[src/rbps_pkg.sv]
package rbps_pkg;

  // Field widths of the block's ports.
  localparam int unsigned PriceW    = 32;
  localparam int unsigned TimeW     = 48;
  localparam int unsigned BrickW    = 24;
  localparam int unsigned RiskW     = 14;
  localparam int unsigned CfgIdxW   = 4;
  localparam int unsigned CfgDataW  = BrickW;
  localparam int unsigned LotW      = 26;
  localparam int unsigned StopW     = 25;
  localparam int unsigned TargetW   = 26;

  // Longest run of bricks that one tick may form.
  localparam int unsigned MaxBricks = 64;
  localparam int unsigned CntW      = $clog2(MaxBricks + 2);

  // The lot is floor(LotScale * risk / brick), clamped to [1, LotMax].
  localparam int unsigned DividendW = 27;
  localparam int unsigned DivCntW   = $clog2(DividendW);
  localparam logic [12:0]     LotScale = 13'd5000;
  localparam logic [LotW-1:0] LotMax   = LotW'(50000000);

  // Shared add/subtract unit: wide enough for a price or a division trial.
  localparam int unsigned OpW  = (PriceW > BrickW + 1) ? PriceW : BrickW + 1;
  localparam int unsigned AluW = OpW + 1;

  typedef enum logic [1:0] {
    DirNone = 2'd0,
    DirUp   = 2'd1,
    DirDown = 2'd2
  } dir_e;

  typedef enum logic [1:0] {
    KindNone     = 2'd0,
    KindSetupOne = 2'd1,
    KindSetupTwo = 2'd2
  } kind_e;

  typedef enum logic [CfgIdxW-1:0] {
    CfgBrickSize = CfgIdxW'(0),
    CfgSetupOne  = CfgIdxW'(1),
    CfgSetupTwo  = CfgIdxW'(2),
    CfgRisk      = CfgIdxW'(3)
  } cfg_idx_e;

  typedef enum logic [6:0] {
    StIdle     = 7'b0000001,
    StAnchor   = 7'b0000010,
    StDiffUp   = 7'b0000100,
    StDiffDown = 7'b0001000,
    StCount    = 7'b0010000,
    StDivide   = 7'b0100000,
    StEmit     = 7'b1000000
  } state_e;

  // Request to the pattern checker: the two most recent directions, the
  // direction of the brick being formed, the enables and the lot inputs.
  typedef struct packed {
    dir_e                 old_dir;
    dir_e                 mid_dir;
    dir_e                 new_dir;
    logic                 en_one;
    logic                 en_two;
    logic [BrickW-1:0]    brick;
    logic [DividendW-1:0] quot;
  } sig_req_t;

  typedef struct packed {
    kind_e              kind;
    logic [LotW-1:0]    lot;
    logic [StopW-1:0]   stop;
    logic [TargetW-1:0] target;
  } sig_rsp_t;

endpackage

[src/rbps_sig.sv]
module rbps_sig (
  input  rbps_pkg::sig_req_t req_i,
  output rbps_pkg::sig_rsp_t rsp_o
);
  import rbps_pkg::*;

  kind_e           kind;
  logic [LotW-1:0] lot;

  // Setup one wins over setup two when both could match.
  always_comb begin
    if (req_i.en_one && req_i.old_dir == DirDown && req_i.mid_dir == DirDown &&
        req_i.new_dir == DirUp) begin
      kind = KindSetupOne;
    end else if (req_i.en_two && req_i.old_dir == DirUp && req_i.mid_dir == DirUp &&
                 req_i.new_dir == DirUp) begin
      kind = KindSetupTwo;
    end else begin
      kind = KindNone;
    end
  end

  always_comb begin
    if (req_i.quot == '0) begin
      lot = LotW'(1);
    end else if (req_i.quot > DividendW'(LotMax)) begin
      lot = LotMax;
    end else begin
      lot = req_i.quot[LotW-1:0];
    end
  end

  always_comb begin
    rsp_o.kind   = kind;
    rsp_o.lot    = '0;
    rsp_o.stop   = '0;
    rsp_o.target = '0;
    if (kind != KindNone) begin
      rsp_o.lot    = lot;
      rsp_o.stop   = StopW'({req_i.brick, 1'b0});
      rsp_o.target = TargetW'({req_i.brick, 1'b0}) + TargetW'(req_i.brick);
    end
  end

endmodule

[src/renko_brick_pattern_signaller.sv]
// Renko brick former with a buy-pattern signaller. Each price tick word
// (price and timestamp, prices in hundredths) forms zero or more brick
// words on the output channel. The first tick after reset forms one neutral
// anchor brick at the tick price. Every later tick forms one brick per whole
// brick_size of movement from the last close, all in the same direction, at
// most 64 per tick; a longer run is cut at 64 and every brick of it carries
// run_saturated. A brick whose last three directions read red, red, green
// (setup one, which wins) or green, green, green (setup two) carries a buy
// signal with lot size, stop and target; otherwise those fields are zero.
// The block works on one tick at a time and drops in_ready_o while busy.
// A later tick first forms the price difference, upward and, if the price
// did not rise, downward, then runs the counting loop, which repeatedly
// subtracts the brick size from the difference on the single shared
// add/subtract unit; a tick that moves less than one brick ends there. A
// tick that forms bricks then runs a restoring division for the lot size on
// the same unit, and finally forms one brick per cycle while the output
// register is free. A finished brick waits in the output register, so a
// new tick word is taken as soon as the sequencer is idle. Configuration
// writes are always accepted and must only be issued while the block is
// idle.
module renko_brick_pattern_signaller (
  input  logic                            clk_i,
  input  logic                            rst_ni,

  input  logic                            cfg_valid_i,
  output logic                            cfg_ready_o,
  input  logic [rbps_pkg::CfgIdxW-1:0]    cfg_index_i,
  input  logic [rbps_pkg::CfgDataW-1:0]   cfg_data_i,

  input  logic                            in_valid_i,
  output logic                            in_ready_o,
  input  logic [rbps_pkg::PriceW-1:0]     price_i,
  input  logic [rbps_pkg::TimeW-1:0]      tick_time_i,

  output logic                            out_valid_o,
  input  logic                            out_ready_i,
  output logic [rbps_pkg::PriceW-1:0]     brick_open_o,
  output logic [rbps_pkg::PriceW-1:0]     brick_close_o,
  output logic [1:0]                      brick_dir_o,
  output logic [rbps_pkg::TimeW-1:0]      brick_time_o,
  output logic [1:0]                      signal_kind_o,
  output logic [rbps_pkg::LotW-1:0]       lot_hundredths_o,
  output logic [rbps_pkg::StopW-1:0]      stop_distance_o,
  output logic [rbps_pkg::TargetW-1:0]    target_distance_o,
  output logic                            last_of_run_o,
  output logic                            run_saturated_o
);
  import rbps_pkg::*;

  localparam logic [CntW-1:0] CntStop = CntW'(MaxBricks + 1);
  localparam logic [CntW-1:0] CntMax  = CntW'(MaxBricks);
  localparam logic [DivCntW-1:0] DivLast = DivCntW'(DividendW - 1);

  // Configuration registers.
  logic [BrickW-1:0] brick_size_q;
  logic              en_one_q;
  logic              en_two_q;
  logic [RiskW-1:0]  risk_q;

  // Architectural state.
  logic              anchor_q;
  logic [PriceW-1:0] last_close_q;
  dir_e              dirs_q [3];

  // Per-tick working registers.
  state_e               state_q, state_d;
  logic [PriceW-1:0]    price_q;
  logic [TimeW-1:0]     time_q;
  logic [PriceW-1:0]    diff_q;
  dir_e                 dir_q;
  logic [CntW-1:0]      cnt_q;
  logic [CntW-1:0]      n_q;
  logic                 sat_q;
  logic [CntW-1:0]      emit_cnt_q;
  logic [BrickW-1:0]    rem_q;
  logic [DividendW-1:0] quot_q;
  logic [DivCntW-1:0]   div_cnt_q;

  // Output register.
  logic                 out_valid_q;
  logic [PriceW-1:0]    open_q;
  logic [PriceW-1:0]    close_q;
  dir_e                 out_dir_q;
  logic [TimeW-1:0]     out_time_q;
  sig_rsp_t             out_sig_q;
  logic                 last_q;
  logic                 out_sat_q;

  logic [BrickW-1:0] brick_eff;
  logic [BrickW:0]   trial;
  logic [OpW-1:0]    alu_a;
  logic [OpW-1:0]    alu_b;
  logic              alu_sub;
  logic [AluW-1:0]   alu_res;
  logic              borrow;
  logic              slot_free;
  logic              load_out;
  logic              count_more;
  logic              emit_last;
  sig_req_t          sig_req;
  sig_rsp_t          sig_rsp;

  // A brick size of zero behaves as one.
  assign brick_eff = (brick_size_q == '0) ? BrickW'(1) : brick_size_q;

  // Next trial of the restoring division: remainder shifted left by one,
  // with the next dividend bit brought in from the top of the quotient word.
  assign trial = {rem_q, quot_q[DividendW-1]};

  // The one add/subtract unit, steered by the sequencer state.
  always_comb begin
    alu_a   = '0;
    alu_b   = '0;
    alu_sub = 1'b1;
    case (state_q)
      StDiffUp: begin
        alu_a = OpW'(price_q);
        alu_b = OpW'(last_close_q);
      end
      StDiffDown: begin
        alu_a = OpW'(last_close_q);
        alu_b = OpW'(price_q);
      end
      StCount: begin
        alu_a = OpW'(diff_q);
        alu_b = OpW'(brick_eff);
      end
      StDivide: begin
        alu_a = OpW'(trial);
        alu_b = OpW'(brick_eff);
      end
      StEmit: begin
        alu_a   = OpW'(last_close_q);
        alu_b   = OpW'(brick_eff);
        alu_sub = (dir_q == DirDown);
      end
      default: begin
        alu_a = '0;
        alu_b = '0;
      end
    endcase
  end

  assign alu_res = alu_sub ? ({1'b0, alu_a} - {1'b0, alu_b})
                           : ({1'b0, alu_a} + {1'b0, alu_b});
  assign borrow  = alu_res[AluW-1];

  assign slot_free  = !out_valid_q || out_ready_i;
  assign load_out   = slot_free && (state_q == StAnchor || state_q == StEmit);
  assign count_more = !borrow && (cnt_q != CntStop);
  assign emit_last  = (CntW'(emit_cnt_q + 1'b1) == n_q);

  // Pattern check on the brick being formed this cycle.
  assign sig_req.old_dir = dirs_q[1];
  assign sig_req.mid_dir = dirs_q[2];
  assign sig_req.new_dir = dir_q;
  assign sig_req.en_one  = en_one_q;
  assign sig_req.en_two  = en_two_q;
  assign sig_req.brick   = brick_eff;
  assign sig_req.quot    = quot_q;

  rbps_sig u_sig (
    .req_i (sig_req),
    .rsp_o (sig_rsp)
  );

  // Sequencer.
  always_comb begin
    state_d = state_q;
    case (state_q)
      StIdle: begin
        if (in_valid_i) begin
          state_d = anchor_q ? StDiffUp : StAnchor;
        end
      end
      StAnchor: begin
        if (slot_free) begin
          state_d = StIdle;
        end
      end
      StDiffUp: begin
        if (!borrow && alu_res[PriceW-1:0] != '0) begin
          state_d = StCount;
        end else begin
          state_d = StDiffDown;
        end
      end
      StDiffDown: begin
        state_d = StCount;
      end
      StCount: begin
        if (!count_more) begin
          state_d = (cnt_q == '0) ? StIdle : StDivide;
        end
      end
      StDivide: begin
        if (div_cnt_q == DivLast) begin
          state_d = StEmit;
        end
      end
      StEmit: begin
        if (slot_free && emit_last) begin
          state_d = StIdle;
        end
      end
      default: begin
        state_d = StIdle;
      end
    endcase
  end

  assign in_ready_o  = (state_q == StIdle);
  assign cfg_ready_o = 1'b1;

  always_ff @(posedge clk_i or negedge rst_ni) begin
    if (!rst_ni) begin
      state_q      <= StIdle;
      brick_size_q <= BrickW'(1000);
      en_one_q     <= 1'b1;
      en_two_q     <= 1'b1;
      risk_q       <= RiskW'(200);
      anchor_q     <= 1'b0;
      last_close_q <= '0;
      dirs_q[0]    <= DirNone;
      dirs_q[1]    <= DirNone;
      dirs_q[2]    <= DirNone;
      out_valid_q  <= 1'b0;
      cnt_q        <= '0;
      emit_cnt_q   <= '0;
      div_cnt_q    <= '0;
    end else begin
      state_q <= state_d;

      if (cfg_valid_i) begin
        case (cfg_idx_e'(cfg_index_i))
          CfgBrickSize: brick_size_q <= cfg_data_i[BrickW-1:0];
          CfgSetupOne:  en_one_q     <= cfg_data_i[0];
          CfgSetupTwo:  en_two_q     <= cfg_data_i[0];
          CfgRisk:      risk_q       <= cfg_data_i[RiskW-1:0];
          default: begin
          end
        endcase
      end

      // A new brick word replaces the one leaving in the same cycle.
      if (load_out) begin
        out_valid_q <= 1'b1;
      end else if (out_ready_i) begin
        out_valid_q <= 1'b0;
      end

      case (state_q)
        StIdle: begin
          cnt_q <= '0;
        end
        StAnchor: begin
          if (slot_free) begin
            anchor_q     <= 1'b1;
            last_close_q <= price_q;
            dirs_q[0]    <= dirs_q[1];
            dirs_q[1]    <= dirs_q[2];
            dirs_q[2]    <= DirNone;
          end
        end
        StCount: begin
          if (count_more) begin
            cnt_q <= CntW'(cnt_q + 1'b1);
          end else begin
            div_cnt_q <= '0;
          end
        end
        StDivide: begin
          div_cnt_q <= DivCntW'(div_cnt_q + 1'b1);
          if (div_cnt_q == DivLast) begin
            emit_cnt_q <= '0;
          end
        end
        StEmit: begin
          if (slot_free) begin
            last_close_q <= alu_res[PriceW-1:0];
            dirs_q[0]    <= dirs_q[1];
            dirs_q[1]    <= dirs_q[2];
            dirs_q[2]    <= dir_q;
            emit_cnt_q   <= CntW'(emit_cnt_q + 1'b1);
          end
        end
        default: begin
        end
      endcase
    end
  end

  // Datapath registers without reset.
  always_ff @(posedge clk_i) begin
    case (state_q)
      StIdle: begin
        if (in_valid_i) begin
          price_q <= price_i;
          time_q  <= tick_time_i;
        end
      end
      StAnchor: begin
        if (slot_free) begin
          open_q     <= price_q;
          close_q    <= price_q;
          out_dir_q  <= DirNone;
          out_time_q <= time_q;
          out_sig_q  <= '0;
          last_q     <= 1'b1;
          out_sat_q  <= 1'b0;
        end
      end
      StDiffUp: begin
        dir_q  <= DirUp;
        diff_q <= alu_res[PriceW-1:0];
      end
      StDiffDown: begin
        dir_q  <= DirDown;
        diff_q <= alu_res[PriceW-1:0];
      end
      StCount: begin
        if (count_more) begin
          diff_q <= alu_res[PriceW-1:0];
        end else begin
          sat_q  <= (cnt_q > CntMax);
          n_q    <= (cnt_q > CntMax) ? CntMax : cnt_q;
          rem_q  <= '0;
          quot_q <= DividendW'(LotScale) * DividendW'(risk_q);
        end
      end
      StDivide: begin
        rem_q  <= borrow ? trial[BrickW-1:0] : alu_res[BrickW-1:0];
        quot_q <= {quot_q[DividendW-2:0], !borrow};
      end
      StEmit: begin
        if (slot_free) begin
          open_q     <= last_close_q;
          close_q    <= alu_res[PriceW-1:0];
          out_dir_q  <= dir_q;
          out_time_q <= time_q;
          out_sig_q  <= sig_rsp;
          last_q     <= emit_last;
          out_sat_q  <= sat_q;
        end
      end
      default: begin
      end
    endcase
  end

  assign out_valid_o       = out_valid_q;
  assign brick_open_o      = open_q;
  assign brick_close_o     = close_q;
  assign brick_dir_o       = out_dir_q;
  assign brick_time_o      = out_time_q;
  assign signal_kind_o     = out_sig_q.kind;
  assign lot_hundredths_o  = out_sig_q.lot;
  assign stop_distance_o   = out_sig_q.stop;
  assign target_distance_o = out_sig_q.target;
  assign last_of_run_o     = last_q;
  assign run_saturated_o   = out_sat_q;

  // A tick word keeps the sequencer busy for at least the next cycle.
  a_busy_after_accept: assert property (
    @(posedge clk_i) disable iff (!rst_ni)
    in_valid_i && in_ready_o |=> !in_ready_o
  ) else $error("sequencer ready right after taking a tick word");

  // A directional brick always moves the price by a nonzero brick size.
  a_brick_moves: assert property (
    @(posedge clk_i) disable iff (!rst_ni)
    out_valid_o && brick_dir_o != DirNone |-> brick_open_o != brick_close_o
  ) else $error("directional brick with equal open and close");

  // The emit loop never runs past the run length, which never exceeds the limit.
  a_emit_bound: assert property (
    @(posedge clk_i) disable iff (!rst_ni)
    state_q == StEmit |-> emit_cnt_q < n_q && n_q <= CntMax
  ) else $error("brick count beyond run length");

  // Signal fields are zero on bricks without a buy signal.
  a_quiet_fields: assert property (
    @(posedge clk_i) disable iff (!rst_ni)
    out_valid_o && signal_kind_o == KindNone |->
      lot_hundredths_o == '0 && stop_distance_o == '0 && target_distance_o == '0
  ) else $error("signal fields set on a brick without signal");

endmodule
[config.mk]
export PLATFORM = sky130hd
export DESIGN_NAME = renko_brick_pattern_signaller
export DESIGN_NICKNAME = d
export VERILOG_FILES = /design/src/rbps_pkg.sv /design/src/rbps_sig.sv /design/src/renko_brick_pattern_signaller.sv
export SDC_FILE = /design/constraint.sdc
export NUM_CORES = 1
export LEC_CHECK = 0
export BUFFER_PORTS_ARGS = -buffer_cell sky130_fd_sc_hd__buf_4
export CORE_MARGIN = 4
export CORE_UTILIZATION = 32
export CTS_CLUSTER_SIZE = 16
export DETAILED_ROUTE_END_ITERATION = 7
export PLACE_DENSITY = 0.48
export SLEW_MARGIN = 5
export SYNTH_ARGS = -nofsm -noshare
export SYNTH_HDL_FRONTEND = slang
export SYNTH_SLANG_ARGS = --single-unit
[constraint.sdc]
create_clock -name clk_i -period 6.7 [get_ports clk_i]
set_clock_uncertainty 0.2 [all_clocks]
set_input_delay 2.01 -clock clk_i [delete_from_list [all_inputs] [get_ports clk_i]]
set_output_delay 2.01 -clock clk_i [all_outputs]
set_load 0.05 [all_outputs]
==> flow_metrics.env <==
export IMPL_worstSetupPathDepth=25
export IMPL_clock_latency_ps=630
export IMPL_crit_fanout=5
export IMPL_clockBufferDepth=3
export IMPL_holdWs_ps=212.4
export IMPL_hold_class="flop to flop"
export IMPL_cp_slowest_cell="or4_4"
export IMPL_place_hpwl_mm=60.53
export IMPL_postRouteAntennaNets=0
export IMPL_worstMarginPinSlew_ps=1106
export IMPL_clock_sinks=470
export IMPL_syn_inst=2291
export IMPL_status="completed"
export IMPL_drt_total_wl_mm=79.60
export IMPL_grt_met3_usage_pct=3.685
export IMPL_cap_violations=0
export IMPL_synthFlopType="edfxtp_1"
export IMPL_ys_top_cells_by_area="edfxtp_1 44%, dfrtp_1 9.3%, ha_1 6.6%"
export IMPL_drtIter0Drc=1898
export IMPL_fill_cells=7406
export IMPL_grt_max_degree=82
export IMPL_grt_pass1_vias=19300
export IMPL_ys_seq_area_share_pct=54.77
export IMPL_finalHoldViolCount=0
export IMPL_syn_num_nets=2567
export IMPL_ctsHoldBuffers=0
export IMPL_globalplace_congestion=0.9218
export IMPL_hold_path_depth=0
export IMPL_grt_usage_pct=18.81
export IMPL_grt_overflow=0
export IMPL_grt_util_met2_pct=29.75
export IMPL_path_delay_family="simple AND/OR/NAND/NOR gates"
export IMPL_die_area_mm2=0.08217
export IMPL_avgRoutedWirePerCell_um=21.07
export IMPL_cts_max_level=2
export IMPL_syn_area_per_cell_um2=10.85
export IMPL_start_kind="flop"
export IMPL_crit_path_max_incr_delay_ps=560
export IMPL_core_area_mm2=0.07645
export IMPL_timing_final_crit_period_ps=6392
export IMPL_rows=101
export IMPL_fin_nets=2976
export IMPL_clock_power_share_pct=17.6
export IMPL_switchingPower_mw=7.489
export IMPL_power_internal_mw=10.06
export IMPL_finalSetupViolCount=0
export IMPL_arrival_ps=6720
export IMPL_antennaDiodeCount=0
export IMPL_ff2ff_path_depth=25
export IMPL_grt_pass1_wl_mm=119.4
export IMPL_setup_tns_ps=0
export IMPL_synth_edf_count=366
export IMPL_synthArstFlopShare_pct=22.13
export IMPL_syn_area_mm2=0.02485
export IMPL_min_period_over_period_pct=95.40
export IMPL_clock_fmax_mhz=156.4
export IMPL_seq_power_share_pct=24.9
export IMPL_switching_share_pct=42.67
export IMPL_met1_usage_pct=26.05
export IMPL_synth_cell_types=80
export IMPL_critPathBufInv=4
export IMPL_cts_tree="built"
export IMPL_slew_viol_final=0
export IMPL_drc=0
export IMPL_path_class="flop to flop"
export IMPL_slew_headroom_pct=25.74
export IMPL_power_density_mw_per_mm2=560.0
export IMPL_antenna_found_initial=0
export IMPL_clk_pin_slew_ps=60
export IMPL_pwr_share_comb_pct=57.5
export IMPL_io_pins=311
export IMPL_first_pass_iters=7
export IMPL_final_cell_mix="447 x buf_4, 400 x nand2_1, 366 x edfxtp_1"
export IMPL_top_usage_layer="met2"
export IMPL_numCtsBuffers=55
export IMPL_yosys_area_top_type="edfxtp_1"
export IMPL_syn2layout_area_growth_pct=26.12
export IMPL_via_per_inst=5.097
export IMPL_die_height_um=286.7
export IMPL_synth_seq_cells=470
export IMPL_yosysTopAreaCellShare_pct=44.23
export IMPL_num_vias=19250
export IMPL_required_ps=7030
export IMPL_ir_drop_mv=0.4533
export IMPL_layout_commonest_cell="buf_4"
export IMPL_rsz0062_at_grt="no"
export IMPL_cts_root_buf="clkbuf_16"
export IMPL_portBuffers=308
export IMPL_power_leakage_nw=13.20
export IMPL_start_util_pct=32.50
export IMPL_ys_warn_count=0
export IMPL_crit_path_end_kind="flop"
export IMPL_die_width_um=286.7
export IMPL_layout_drive_gt1_share_pct=23.92
-- cell usage after synthesis (11+ instances only) --
library cell    n
edfxtp_1      366
a21oi_1       116
and2_1         24
nand2b_1       16
mux2_2         34
or3_1          13
a22o_1         16
nor4_1         17
dfrtp_1        92
and3_1         11
xor2_1         34
nor2b_1        29
a22oi_1        23
ha_1          132
a211oi_1       11
nand3_1        30
o21ai_0        93
clkbuf_1       94
a21o_1         25
xnor2_1        56
dfstp_2        12
a222oi_1       32
o21a_1         25
inv_1         145
fa_1           31
a31oi_1        33
nor2_1        174
nand2_1       400
nor3_1         40
-- registers in the layout, indices dropped and copies added (netlist names), 14 cells and up --
name	count
target_distance_o	26
last_close_q	32
time_q	48
brick_open_o	32
brick_close_o	32
lot_hundredths_o	26
brick_size_q	24
brick_time_o	48
stop_distance_o	23
quot_q	27
rem_q	24
risk_q	14
diff_q	32
price_q	32
-- kinds of logic after synthesis --
kind of cell / count (synthesis) / share of synthesized area, %
simple gates: 807 / 14.62
xor+xnor: 91 / 3.238
mux: 35 / 1.581
other cells: 2 / 0.03023
flops: 470 / 54.77
buf+inv: 253 / 3.898
compound gates: 470 / 12.72
fa+ha+maj: 163 / 9.145
-- per-layer routing --
layer / wire length [um] / part of all wire, % / up-vias
li1: - / - / 9068
met1: 35840 / 45 / 9428
met2: 35800 / 45 / 618
met3: 5506 / 6.9 / 138
met4: 2454 / 3.1 / 0
met5: 0 / 0 / -
-- worst reg2reg max path: stages (launching register included) --
cell,delay (ps)
dfrtp_1,370
inv_1,100
ha_1,220
or4b_2,230
nor4_4,50
nor2_2,110
inv_2,80
a21oi_2,180
ha_2,210
nand3b_1,100
or4_4,560
buf_4,170
nor4_4,350
a31oi_2,170
xnor2_1,160
ha_1,340
inv_1,90
or3_1,420
or4_1,530
a211o_1,310
nand2_1,80
o211ai_1,140
nor2_1,110
or4b_1,460
or4_1,470
o21ai_0,90
-- power by group through the flow --
| stage | logic (mW) | clock network (mW) | registers [mW] |
|---|---|---|---|
| floorplan | 6.04 | 0 | 4.26 |
| global placement | 9.86 | 0 | 4.40 |
| detailed placement | 9.91 | 0 | 4.42 |
| CTS | 10.0 | 3.18 | 4.36 |
| global route | 11.1 | 3.30 | 4.41 |
| finish | 10.1 | 3.09 | 4.36 |
-- metrics by stage --
stage	area [um^2]	power, mW	setup WS [ps]	utilization (%)	std cells
after floorplan	24870	10.31	65.04	-	2291
after global placement	29360	14.26	176.9	38.41	3669
after detailed placement	29360	14.33	62.93	38.41	3669
after CTS	31230	17.56	18.04	40.85	3773
after global routing	31340	18.85	2.614	40.99	3777
final	31340	17.55	308.1	40.99	3777
-- worst paths after layout --
kind | slack [ps] | endpoint | from
min | 210 | brick_time_o[24]$_DFFE_PP_ | time_q[24]$_DFFE_PP_
max | 310 | state_q[3]$_DFFE_PN0P_ | brick_size_q[18]$_DFFE_PN0P_
max in group asynchronous | 4190 | last_close_q[29]$_DFFE_PN0P_ | rst_ni
max reg2reg | 310 | state_q[3]$_DFFE_PN0P_ | brick_size_q[18]$_DFFE_PN0P_
min reg2reg | 210 | brick_time_o[24]$_DFFE_PP_ | time_q[24]$_DFFE_PP_
min in group asynchronous | 1130 | risk_q[1]$_DFFE_PN0P_ | rst_ni
-- final cells by class --
| cell class | instances | area, um^2 | area share, % |
|---|---|---|---|
| repair buffers | 459 | 3596 | 11.48 |
| clock inverters | 39 | 432.9 | 1.382 |
| well taps | 1030 | 1289 | 4.113 |
| clock buffers | 65 | 1434 | 4.576 |
| multi-input cells | 1568 | 10410 | 33.23 |
| flip-flops and latches | 470 | 13610 | 43.45 |
| inverters | 146 | 558.0 | 1.781 |
-- repair_timing --
action / in CTS / in global routing
setup endpoints to repair: 0 / 133
setup buffers: 0 / 4
endpoints found under the hold margin: 0 / 0
gates resized for setup: 0 / 21
(Power assumes the default switching activity.)
